===== config.mk =====
export PLATFORM = sky130hd
export DESIGN_NAME = command_frame_checker_with_link_watchdog
export DESIGN_NICKNAME = d
export VERILOG_FILES = /design/src/rtl/core/cfc_pkg.sv /design/src/rtl/core/cfc_fifo.sv /design/src/rtl/core/cfc_front.sv /design/src/rtl/core/cfc_back.sv /design/src/rtl/core/command_frame_checker_with_link_watchdog.sv
export SDC_FILE = /design/constraint.sdc
export NUM_CORES = 1
export LEC_CHECK = 0
export ABC_AREA = 1
export BUFFER_PORTS_ARGS = -buffer_cell sky130_fd_sc_hd__clkbuf_2
export CORE_MARGIN = 5
export CORE_UTILIZATION = 38
export DETAILED_ROUTE_END_ITERATION = 6
export HOLD_SLACK_MARGIN = 0.15
export PLACE_DENSITY = 0.59
export RECOVER_POWER = 50
export SYNTH_ARGS = -nofsm -noshare
export SYNTH_HDL_FRONTEND = slang
export SYNTH_SLANG_ARGS = --single-unit

===== constraint.sdc =====
create_clock -name clock -period 4.5 [get_ports clock]
set_input_delay 0.225 -clock clock [delete_from_list [all_inputs] [get_ports clock]]
set_output_delay 0.225 -clock clock [all_outputs]
set_load 0.01 [all_outputs]

===== src/rtl/core/cfc_pkg.sv =====
// cfc_pkg: types, codes and constants shared by the command frame checker.
// Used by cfc_front, cfc_back, cfc_fifo users and the top level.
// No dependencies.
`timescale 1ns / 1ps
`default_nettype none
package cfc_pkg;

   localparam int unsigned CSR_WIDTH = 16;
   localparam int unsigned CMD_DEPTH_DEFAULT = 4;
   localparam int unsigned RSP_DEPTH_DEFAULT = 2;

   localparam logic [3:0] FRAME_LAST = 4'd11;
   localparam logic [3:0] CRC_LEN = 4'd10;
   localparam logic [3:0] NO_FRAME = 4'd12;
   localparam logic [15:0] CRC_INIT = 16'hFFFF;
   localparam logic [15:0] CRC_POLY = 16'hA001;
   localparam logic [7:0] HEADER_0 = 8'hAA;
   localparam logic [7:0] HEADER_1 = 8'h55;

   localparam logic [15:0] LINK_TIMEOUT_RESET = 16'd250;
   localparam logic [15:0] TELEMETRY_PERIOD_RESET = 16'd20;
   localparam logic [15:0] TELEMETRY_RESYNC_RESET = 16'd100;
   localparam logic [15:0] POLL_PERIOD_RESET = 16'd1000;
   localparam logic [15:0] AGE_MAX = 16'hFFFF;

   typedef enum logic [1:0] {
      CSR_LINK_TIMEOUT = 2'd0,
      CSR_TELEMETRY_PERIOD = 2'd1,
      CSR_TELEMETRY_RESYNC = 2'd2,
      CSR_POLL_PERIOD = 2'd3
   } csr_index_type;

   typedef enum logic [2:0] {
      FS_NONE = 3'd0,
      FS_ACCEPTED = 3'd1,
      FS_NOT_READY = 3'd2,
      FS_BAD_HEADER = 3'd3,
      FS_BAD_CRC = 3'd4
   } frame_status_type;

   typedef enum logic {
      OP_BYTE = 1'b0,
      OP_TICK = 1'b1
   } op_type;

   typedef struct packed {
      logic op;
      logic [7:0] data_byte;
      logic first_byte;
      logic drive_ready;
   } req_type;

   typedef struct packed {
      frame_status_type frame_status;
      logic [31:0] linear_speed_bits;
      logic [31:0] turn_rate_bits;
      logic stop_request;
      logic telemetry_request;
      logic voltage_poll_request;
   } rsp_type;

   // classified item handed from front to back
   typedef struct packed {
      logic is_tick;
      logic drive_ready;
      frame_status_type frame_status;
      logic [31:0] linear_speed_bits;
      logic [31:0] turn_rate_bits;
   } cmd_type;

endpackage
`default_nettype wire


===== src/rtl/core/cfc_fifo.sv =====
// cfc_fifo: small register queue with count, used between front and back
// and on the result side. Depends on nothing.
`timescale 1ns / 1ps
`default_nettype none
module cfc_fifo #(
   parameter int unsigned WIDTH = 8,
   parameter int unsigned DEPTH = 2
) (
   input wire logic clock,
   input wire logic reset,
   input wire logic push,
   input wire logic [WIDTH-1:0] push_data,
   output logic full,
   input wire logic pop,
   output logic [WIDTH-1:0] pop_data,
   output logic empty
);
   localparam int unsigned AW = (DEPTH > 1) ? $clog2(DEPTH) : 1;
   localparam int unsigned CW = $clog2(DEPTH + 1);
   localparam logic [AW-1:0] LAST = AW'(DEPTH - 1);

   logic [WIDTH-1:0] mem_ff [DEPTH];
   logic [AW-1:0] rd_ptr_ff, rd_ptr_in;
   logic [AW-1:0] wr_ptr_ff, wr_ptr_in;
   logic [CW-1:0] count_ff, count_in;
   logic do_push, do_pop;

   assign full = (count_ff == CW'(DEPTH));
   assign empty = (count_ff == '0);
   assign do_push = push & ~full;
   assign do_pop = pop & ~empty;
   assign pop_data = mem_ff[rd_ptr_ff];

   always_comb begin
      rd_ptr_in = rd_ptr_ff;
      wr_ptr_in = wr_ptr_ff;
      count_in = count_ff;
      if (do_push) begin
         wr_ptr_in = (wr_ptr_ff == LAST) ? '0 : wr_ptr_ff + 1'b1;
      end
      if (do_pop) begin
         rd_ptr_in = (rd_ptr_ff == LAST) ? '0 : rd_ptr_ff + 1'b1;
      end
      if (do_push && !do_pop) begin
         count_in = count_ff + 1'b1;
      end else if (do_pop && !do_push) begin
         count_in = count_ff - 1'b1;
      end
   end

   always_ff @(posedge clock) begin
      if (reset) begin
         rd_ptr_ff <= '0;
         wr_ptr_ff <= '0;
         count_ff <= '0;
      end else begin
         rd_ptr_ff <= rd_ptr_in;
         wr_ptr_ff <= wr_ptr_in;
         count_ff <= count_in;
      end
   end

   always_ff @(posedge clock) begin
      if (do_push) begin
         mem_ff[wr_ptr_ff] <= push_data;
      end
   end
endmodule
`default_nettype wire


===== src/rtl/core/cfc_front.sv =====
// cfc_front: frame parser. Tracks byte position, crc and header per byte item
// and classifies each accepted item into a cmd_type. Depends on cfc_pkg.
`timescale 1ns / 1ps
`default_nettype none
module cfc_front (
   input wire logic clock,
   input wire logic reset,
   input wire logic accept,
   input wire cfc_pkg::req_type req_data,
   output cfc_pkg::cmd_type cmd_data
);
   logic [3:0] pos_ff, pos_in;
   logic [15:0] crc_ff, crc_in;
   logic header_good_ff, header_good_in;
   logic [63:0] payload_ff, payload_in;
   logic [7:0] low_csum_ff, low_csum_in;

   logic [3:0] pos0;
   logic [15:0] crc0;
   logic hg0;
   logic [63:0] pw0;
   logic [7:0] lcb0;
   logic [2:0] slot;
   logic [15:0] rx_crc;

   function automatic logic [15:0] crc_byte(input logic [15:0] crc, input logic [7:0] b);
      logic [15:0] c;
      c = crc ^ {8'h00, b};
      for (int k = 0; k < 8; k++) begin
         c = c[0] ? ((c >> 1) ^ cfc_pkg::CRC_POLY) : (c >> 1);
      end
      return c;
   endfunction

   always_comb begin
      // a first byte restarts the frame, dropping any partial one
      if (req_data.first_byte) begin
         pos0 = '0;
         crc0 = cfc_pkg::CRC_INIT;
         hg0 = 1'b1;
         pw0 = '0;
         lcb0 = '0;
      end else begin
         pos0 = pos_ff;
         crc0 = crc_ff;
         hg0 = header_good_ff;
         pw0 = payload_ff;
         lcb0 = low_csum_ff;
      end
      slot = 3'(pos0 - 4'd2);
      rx_crc = {req_data.data_byte, lcb0};

      pos_in = pos_ff;
      crc_in = crc_ff;
      header_good_in = header_good_ff;
      payload_in = payload_ff;
      low_csum_in = low_csum_ff;

      cmd_data.is_tick = req_data.op;
      cmd_data.drive_ready = req_data.drive_ready;
      cmd_data.frame_status = cfc_pkg::FS_NONE;
      cmd_data.linear_speed_bits = '0;
      cmd_data.turn_rate_bits = '0;

      if (req_data.op == cfc_pkg::OP_BYTE) begin
         pos_in = pos0;
         crc_in = crc0;
         header_good_in = hg0;
         payload_in = pw0;
         low_csum_in = lcb0;
         if (pos0 < cfc_pkg::NO_FRAME) begin
            pos_in = pos0 + 4'd1;
            if (pos0 < cfc_pkg::CRC_LEN) begin
               crc_in = crc_byte(crc0, req_data.data_byte);
            end
            if (pos0 == 4'd0) begin
               header_good_in = hg0 & (req_data.data_byte == cfc_pkg::HEADER_0);
            end else if (pos0 == 4'd1) begin
               header_good_in = hg0 & (req_data.data_byte == cfc_pkg::HEADER_1);
            end else if (pos0 < cfc_pkg::CRC_LEN) begin
               payload_in[{slot, 3'b000} +: 8] = req_data.data_byte;
            end else if (pos0 == cfc_pkg::CRC_LEN) begin
               low_csum_in = req_data.data_byte;
            end else begin
               // last byte: verdict, header fault wins over crc fault
               pos_in = cfc_pkg::NO_FRAME;
               if (!hg0) begin
                  cmd_data.frame_status = cfc_pkg::FS_BAD_HEADER;
               end else if (rx_crc != crc0) begin
                  cmd_data.frame_status = cfc_pkg::FS_BAD_CRC;
               end else begin
                  cmd_data.frame_status = req_data.drive_ready ?
                     cfc_pkg::FS_ACCEPTED : cfc_pkg::FS_NOT_READY;
                  cmd_data.linear_speed_bits = pw0[31:0];
                  cmd_data.turn_rate_bits = pw0[63:32];
               end
            end
         end
      end
   end

   always_ff @(posedge clock) begin
      if (reset) begin
         pos_ff <= cfc_pkg::NO_FRAME;
         crc_ff <= cfc_pkg::CRC_INIT;
         header_good_ff <= 1'b0;
         payload_ff <= '0;
         low_csum_ff <= '0;
      end else if (accept) begin
         pos_ff <= pos_in;
         crc_ff <= crc_in;
         header_good_ff <= header_good_in;
         payload_ff <= payload_in;
         low_csum_ff <= low_csum_in;
      end
   end
endmodule
`default_nettype wire


===== src/rtl/core/cfc_back.sv =====
// cfc_back: executes classified items: link watchdog, telemetry schedule,
// voltage poll schedule and configuration registers. Depends on cfc_pkg.
`timescale 1ns / 1ps
`default_nettype none
module cfc_back (
   input wire logic clock,
   input wire logic reset,
   input wire logic csr_we,
   input wire cfc_pkg::csr_index_type csr_index,
   input wire logic [cfc_pkg::CSR_WIDTH-1:0] csr_wdata,
   input wire cfc_pkg::cmd_type cmd_data,
   input wire logic cmd_empty,
   output logic cmd_pop,
   input wire logic rsp_full,
   output logic rsp_push,
   output cfc_pkg::rsp_type rsp_data
);
   logic [15:0] link_timeout_ff, telemetry_period_ff, telemetry_resync_ff, poll_period_ff;
   logic [15:0] link_age_ff, link_age_in;
   logic [15:0] telem_age_ff, telem_age_in;
   logic [15:0] poll_age_ff, poll_age_in;
   logic [15:0] link_up, telem_up, poll_up, telem_rest;

   function automatic logic [15:0] age_up(input logic [15:0] a);
      return (a == cfc_pkg::AGE_MAX) ? a : a + 16'd1;
   endfunction

   assign cmd_pop = ~cmd_empty & ~rsp_full;
   assign rsp_push = cmd_pop;

   always_comb begin
      link_up = age_up(link_age_ff);
      telem_up = age_up(telem_age_ff);
      poll_up = age_up(poll_age_ff);
      telem_rest = telem_up - telemetry_period_ff;

      link_age_in = link_age_ff;
      telem_age_in = telem_age_ff;
      poll_age_in = poll_age_ff;

      rsp_data.frame_status = cmd_data.frame_status;
      rsp_data.linear_speed_bits = cmd_data.linear_speed_bits;
      rsp_data.turn_rate_bits = cmd_data.turn_rate_bits;
      rsp_data.stop_request = 1'b0;
      rsp_data.telemetry_request = 1'b0;
      rsp_data.voltage_poll_request = 1'b0;

      if (cmd_data.is_tick) begin
         link_age_in = link_up;
         rsp_data.stop_request = (link_up > link_timeout_ff);
         telem_age_in = telem_up;
         if (telem_up >= telemetry_period_ff) begin
            // drift correction, snapping to now when lag is too large
            telem_age_in = (telem_rest > telemetry_resync_ff) ? '0 : telem_rest;
            rsp_data.telemetry_request = 1'b1;
         end
         poll_age_in = poll_up;
         if (poll_up >= poll_period_ff) begin
            poll_age_in = '0;
            rsp_data.voltage_poll_request = cmd_data.drive_ready;
         end
      end else if (cmd_data.frame_status == cfc_pkg::FS_ACCEPTED ||
                   cmd_data.frame_status == cfc_pkg::FS_NOT_READY) begin
         link_age_in = '0;
      end
   end

   always_ff @(posedge clock) begin
      if (reset) begin
         link_age_ff <= '0;
         telem_age_ff <= '0;
         poll_age_ff <= '0;
      end else if (cmd_pop) begin
         link_age_ff <= link_age_in;
         telem_age_ff <= telem_age_in;
         poll_age_ff <= poll_age_in;
      end
   end

   always_ff @(posedge clock) begin
      if (reset) begin
         link_timeout_ff <= cfc_pkg::LINK_TIMEOUT_RESET;
         telemetry_period_ff <= cfc_pkg::TELEMETRY_PERIOD_RESET;
         telemetry_resync_ff <= cfc_pkg::TELEMETRY_RESYNC_RESET;
         poll_period_ff <= cfc_pkg::POLL_PERIOD_RESET;
      end else if (csr_we) begin
         case (csr_index)
            cfc_pkg::CSR_LINK_TIMEOUT: link_timeout_ff <= csr_wdata;
            cfc_pkg::CSR_TELEMETRY_PERIOD: telemetry_period_ff <= csr_wdata;
            cfc_pkg::CSR_TELEMETRY_RESYNC: telemetry_resync_ff <= csr_wdata;
            cfc_pkg::CSR_POLL_PERIOD: poll_period_ff <= csr_wdata;
            default: link_timeout_ff <= link_timeout_ff;
         endcase
      end
   end
endmodule
`default_nettype wire


===== src/rtl/core/command_frame_checker_with_link_watchdog.sv =====
// Command frame checker with link watchdog.
// Input queue side: req_push / req_full with req_data carrying op, data_byte,
// first_byte and drive_ready; an item is taken when req_push is high and
// req_full low. Each item is a frame byte or a one millisecond tick.
// Result queue side: rsp_empty / rsp_pop; the oldest result sits on rsp_data
// while rsp_empty is low and leaves when rsp_pop is high. Every item gives
// exactly one result, in order.
// Frames are 12 bytes: header AA 55, two little-endian speed words and a
// little-endian CRC-16/MODBUS; the verdict comes with the last byte.
// Ticks age the link watchdog and raise stop, telemetry and poll requests.
// A result passes through the item queue and then the result queue before it
// shows on rsp_data. One item per cycle is sustained while the result queue
// is not full; the front parser classifies an item in its accepting cycle, the
// back scheduler works on the head of the CMD_DEPTH item queue between them.
// If rsp_pop stays low the result queue (RSP_DEPTH) and then the item queue
// fill, and req_full rises; nothing is dropped.
// Reset (synchronous, active high) closes any open frame, clears all ages and
// both queues and loads the register reset values. csr_we writes register
// csr_index with csr_wdata; write only while the block is idle.
`timescale 1ns / 1ps
`default_nettype none
module command_frame_checker_with_link_watchdog #(
   parameter int unsigned CMD_DEPTH = cfc_pkg::CMD_DEPTH_DEFAULT,
   parameter int unsigned RSP_DEPTH = cfc_pkg::RSP_DEPTH_DEFAULT
) (
   input wire logic clock,
   input wire logic reset,
   input wire logic req_push,
   input wire cfc_pkg::req_type req_data,
   output logic req_full,
   output logic rsp_empty,
   input wire logic rsp_pop,
   output cfc_pkg::rsp_type rsp_data,
   input wire logic csr_we,
   input wire cfc_pkg::csr_index_type csr_index,
   input wire logic [cfc_pkg::CSR_WIDTH-1:0] csr_wdata
);
   localparam int unsigned CMD_W = $bits(cfc_pkg::cmd_type);
   localparam int unsigned RSP_W = $bits(cfc_pkg::rsp_type);

   logic req_accept;
   cfc_pkg::cmd_type front_cmd, back_cmd;
   logic [CMD_W-1:0] cmd_head;
   logic cmd_empty, cmd_pop;
   logic rsp_full, rsp_push;
   cfc_pkg::rsp_type back_rsp;
   logic [RSP_W-1:0] rsp_head;

   assign req_accept = req_push & ~req_full;

   cfc_front u_front (
      .clock(clock),
      .reset(reset),
      .accept(req_accept),
      .req_data(req_data),
      .cmd_data(front_cmd)
   );

   cfc_fifo #(.WIDTH(CMD_W), .DEPTH(CMD_DEPTH)) u_cmd_queue (
      .clock(clock),
      .reset(reset),
      .push(req_push),
      .push_data(CMD_W'(front_cmd)),
      .full(req_full),
      .pop(cmd_pop),
      .pop_data(cmd_head),
      .empty(cmd_empty)
   );

   assign back_cmd = cfc_pkg::cmd_type'(cmd_head);

   cfc_back u_back (
      .clock(clock),
      .reset(reset),
      .csr_we(csr_we),
      .csr_index(csr_index),
      .csr_wdata(csr_wdata),
      .cmd_data(back_cmd),
      .cmd_empty(cmd_empty),
      .cmd_pop(cmd_pop),
      .rsp_full(rsp_full),
      .rsp_push(rsp_push),
      .rsp_data(back_rsp)
   );

   cfc_fifo #(.WIDTH(RSP_W), .DEPTH(RSP_DEPTH)) u_rsp_queue (
      .clock(clock),
      .reset(reset),
      .push(rsp_push),
      .push_data(RSP_W'(back_rsp)),
      .full(rsp_full),
      .pop(rsp_pop),
      .pop_data(rsp_head),
      .empty(rsp_empty)
   );

   assign rsp_data = cfc_pkg::rsp_type'(rsp_head);

   // a tick result never carries a frame verdict
   a_tick_no_status: assert property (@(posedge clock) disable iff (reset)
      (!rsp_empty && (rsp_data.stop_request || rsp_data.telemetry_request ||
       rsp_data.voltage_poll_request)) |-> (rsp_data.frame_status == cfc_pkg::FS_NONE))
      else $error("tick result carries frame status");

   // speed words only come with a frame that passed its header and crc checks
   a_words_need_accept: assert property (@(posedge clock) disable iff (reset)
      (!rsp_empty && (rsp_data.linear_speed_bits != '0 || rsp_data.turn_rate_bits != '0))
      |-> (rsp_data.frame_status == cfc_pkg::FS_ACCEPTED ||
           rsp_data.frame_status == cfc_pkg::FS_NOT_READY))
      else $error("speed words without accepted frame");

   // an accepted item lands in the item queue
   a_item_queued: assert property (@(posedge clock) disable iff (reset)
      (req_accept && cmd_empty) |=> !cmd_empty)
      else $error("accepted item lost");

   // back never moves an item into a full result queue
   a_no_push_full: assert property (@(posedge clock) disable iff (reset)
      cmd_pop |-> (!rsp_full && rsp_push))
      else $error("result pushed into full queue");
endmodule
`default_nettype wire

==> impl_metrics.ini <==
[route]
antenna_left = 0
routed_wl_mm = 70.2
dr_total_vias = 21100
first_pass_iters = 6
wire_per_inst_um = 17.0
via_per_inst = 5.12
drtIter0Drc = 1666
drc = 0

[sta]
rsz0062_at_grt = false
drv_slew = 514
setup_viol = 0
max_slew_margin_pct = -79.6
fmax_ghz = 0.235
hold_viol_final = 0
period_share_pct = 94.6
setup_tns_ns = 0
finClkSkew_ns = 0.0388
worstMarginPinSlew_ns = 2.69
final.min_clock_period_ns = 4.26

[die]
die_w_um = 287
die_area_um2 = 82200
ioPinCount = 106
rows = 101
die_height_um = 287
start_util_pct = 38.3
core_area_um2 = 75900

[logic_synthesis]
synth_top_family_by_area = compound AO/OA/AOI/OAI gates
syn_inst = 2924
yosysUniqueCellTypes = 55
syn_nets = 3044
ys_async_sr_fraction_pct = 0
synthSimpleGateAreaFrac_pct = 13.5
yosysMostFrequentCell = edfxtp_1
synthTopCellsByCount = 416 x edfxtp_1, 370 x nand2_1, 323 x o21ai_0
synth_top_cell_by_area = edfxtp_1
seq_area_frac_synth_pct = 58.0
synthAdderAreaFrac_pct = 3.75
avgSynthCellArea_um2 = 9.95
synth_area_leaders = edfxtp_1 43%, dfxtp_1 15%, o21ai_0 5.6%
synth_xor_area_share_pct = 1.72
synth_flop_cell = edfxtp_1
yosysWarnings = 0
synth-compound-area-share_pct = 14.7
synthMuxAreaShare_pct = 2.71
synth_seq_cells = 635
synth_edf_count = 416
netlist.area_leader.share_pct = 42.9
syn-cell-area_um2 = 29100

[cts]
cts_tree = yes
ctsHtreeMaxLevel = 3
clk_pin_slew_ns = 0.06
clock_sinks = 635
clock_latency_ns = 0.61
cts-buffers-inserted = 73
ctsRootBufferMaster = clkbuf_16
clockBufferDepth = 3

[global_route]
grt_overflow_total = 0
grt_pass1_wl_mm = 111
grt_max_degree = 79
grt_pass1_vias = 19800
antenna_found_initial = 0
grt_util_all_layers_pct = 16.7

[placement]
gp_congestion = 0.882
detailed_place.area_um2 = 30800
io_buffers = 105
place_hpwl_mm = 45.6

[critical_path]
r2r_slack_ns = 0.24
cp-endpoint = u_back.poll_age_ff[1]
startpoint_type = flop
path_class = flop to flop
end_kind = flop
crit_path_max_fanout = 69
required_ns = 5.05
r2r-end = u_back.poll_age_ff[1]
cp_data_arrival_time_ns = 4.80
r2r_cells = 8

[cells_and_area]
areaGrowthSynthToFinish_pct = 14.2
nNetsFinal = 3155
design_area_um2 = 33200
num_antenna_cells = 0
drive_above_1_share_pct = 12.7
utilization_pct = 43.7

[run_status]
violations = capacitance limit, slew limit
outcome = finished, violations left

[power_and_ir_drop]
cellLeakagePower_uw = 0.0125
p_comb_share_pct = 29.3
seqPwrFrac_pct = 41.7
p_sw_share_pct = 33.7
power_switching_uw = 6470
p_int_uw = 12700
peakVddDrop_mv = 0.398
p_per_area_nw_per_um2 = 577
clockPowerShare_pct = 29.0

[flow_run]
cap_violations = 11

[hold_path]
hp-class = input pin to flop
==> metrics by stage <==
| step | setup slack, ns | hold slack [ns] | instances | total power [uW] |
|---|---|---|---|---|
| global placement | 0.108 | 0.447 | 3962 | 13800 |
| CTS | 0.00993 | 0.178 | 4120 | 19500 |
| global route | 0.0160 | 0.237 | 4122 | 20400 |
| detailed placement | 0.0505 | 0.451 | 3962 | 13900 |
| finish | 0.241 | 0.203 | 4122 | 19200 |
| floorplan | 0.180 | 0.324 | 2924 | 11800 |
==> critical path: stages, from the launching register on <==
cell	delay [ns]
dfxtp_2	0.33
clkbuf_2	0.91
nand3_1	0.38
nand2_1	0.27
nor2_2	0.93
inv_2	0.59
nor2_4	0.51
a22oi_1	0.12
nor2_1	0.12
==> flip-flops by register name (all words and copies together), names as in the netlist, 2 cells and up, named ones only <==
register and cells:
u_back.telemetry_period_ff 16, u_cmd_queue.wr_ptr_ff 2, u_front.crc_ff 16, u_cmd_queue.rd_ptr_ff 2, u_front.pos_ff 4, u_rsp_queue.count_ff 2
u_back.poll_period_ff 16, u_cmd_queue.count_ff 3, u_back.link_age_ff 16, u_back.telemetry_resync_ff 16, u_front.payload_ff 64, u_back.telem_age_ff 16
u_cmd_queue.mem_ff 276, u_rsp_queue.mem_ff 140, u_back.poll_age_ff 16, u_back.link_timeout_ff 16, u_front.low_csum_ff 8
==> metal layers <==
layer  up-vias  part of all wire (%)  track usage, %
met3        84                   5.1            2.63
met5         -                     0               0
met2       487                    46            26.9
li1      10500                     -               -
met1     10000                    47            23.9
met4         0                   1.8            3.84
==> cells by family after synthesis <==
family | after synthesis
compound gates | 764
xor+xnor | 57
fa+ha+maj | 86
buf+inv | 408
flops | 635
mux | 70
simple gates | 904
==> area by class of cell <==
class	count	area, um^2
Fill cell	7250	42700
Sequential cell	635	16900
Multi-Input combinational cell	1881	10600
Clock buffer	98	1940
Tap cell	1030	1290
Timing Repair Buffer	188	1170
Inverter	256	968
Clock inverter	34	327
==> timing repair <==
action / CTS / global route
hold endpoints to repair: 82 / 0
hold buffers: 26 / 0
setup endpoints to repair: 0 / 16
buffers inserted: 0 / 2
gates resized for setup: 0 / 13
==> worst min path at each step <==
| stage | from | end | cells past startpoint |
|---|---|---|---|
| after floorplan | req_data[0] | u_cmd_queue.mem_ff[0][67] | 0 |
| after global placement | u_back.link_timeout_ff[13] | u_back.link_timeout_ff[13] | 2 |
| after detailed placement | u_back.poll_period_ff[15] | u_back.poll_period_ff[15] | 2 |
| after CTS | req_data[5] | u_front.header_good_ff | 5 |
| after global routing | req_data[5] | u_front.header_good_ff | 5 |
| final | req_data[5] | u_front.header_good_ff | 5 |
==> cells in the final DEF (no fill, tap or decap), drive strengths merged, types with 3 or more instances in the layout <==
cell	instances
xor2	42
a21o	3
dlygate4sd3	26
nand2	373
nor3	35
buf	47
mux2	70
o221ai	17
nor2	376
nor4	15
a21oi	224
o21ai	334
a22oi	10
a31oi	8
dfxtp	219
clkbuf	213
nand4	18
o211ai	75
nand3	79
o22ai	73
edfxtp	416
ha	84
o21a	6
clkinv	29
xnor2	15
inv	258
==> power by group through the flow <==
stage / registers, uW / logic [uW] / clock network, uW
2_1_floorplan: 8050 / 3770 / 0
4_1_cts: 7980 / 5800 / 5720
3_3_place_gp: 8070 / 5730 / 0
5_1_grt: 8100 / 6280 / 5980
6_report: 8000 / 5610 / 5570
3_5_place_dp: 8090 / 5760 / 0
Power figures use the tool's default switching activity.
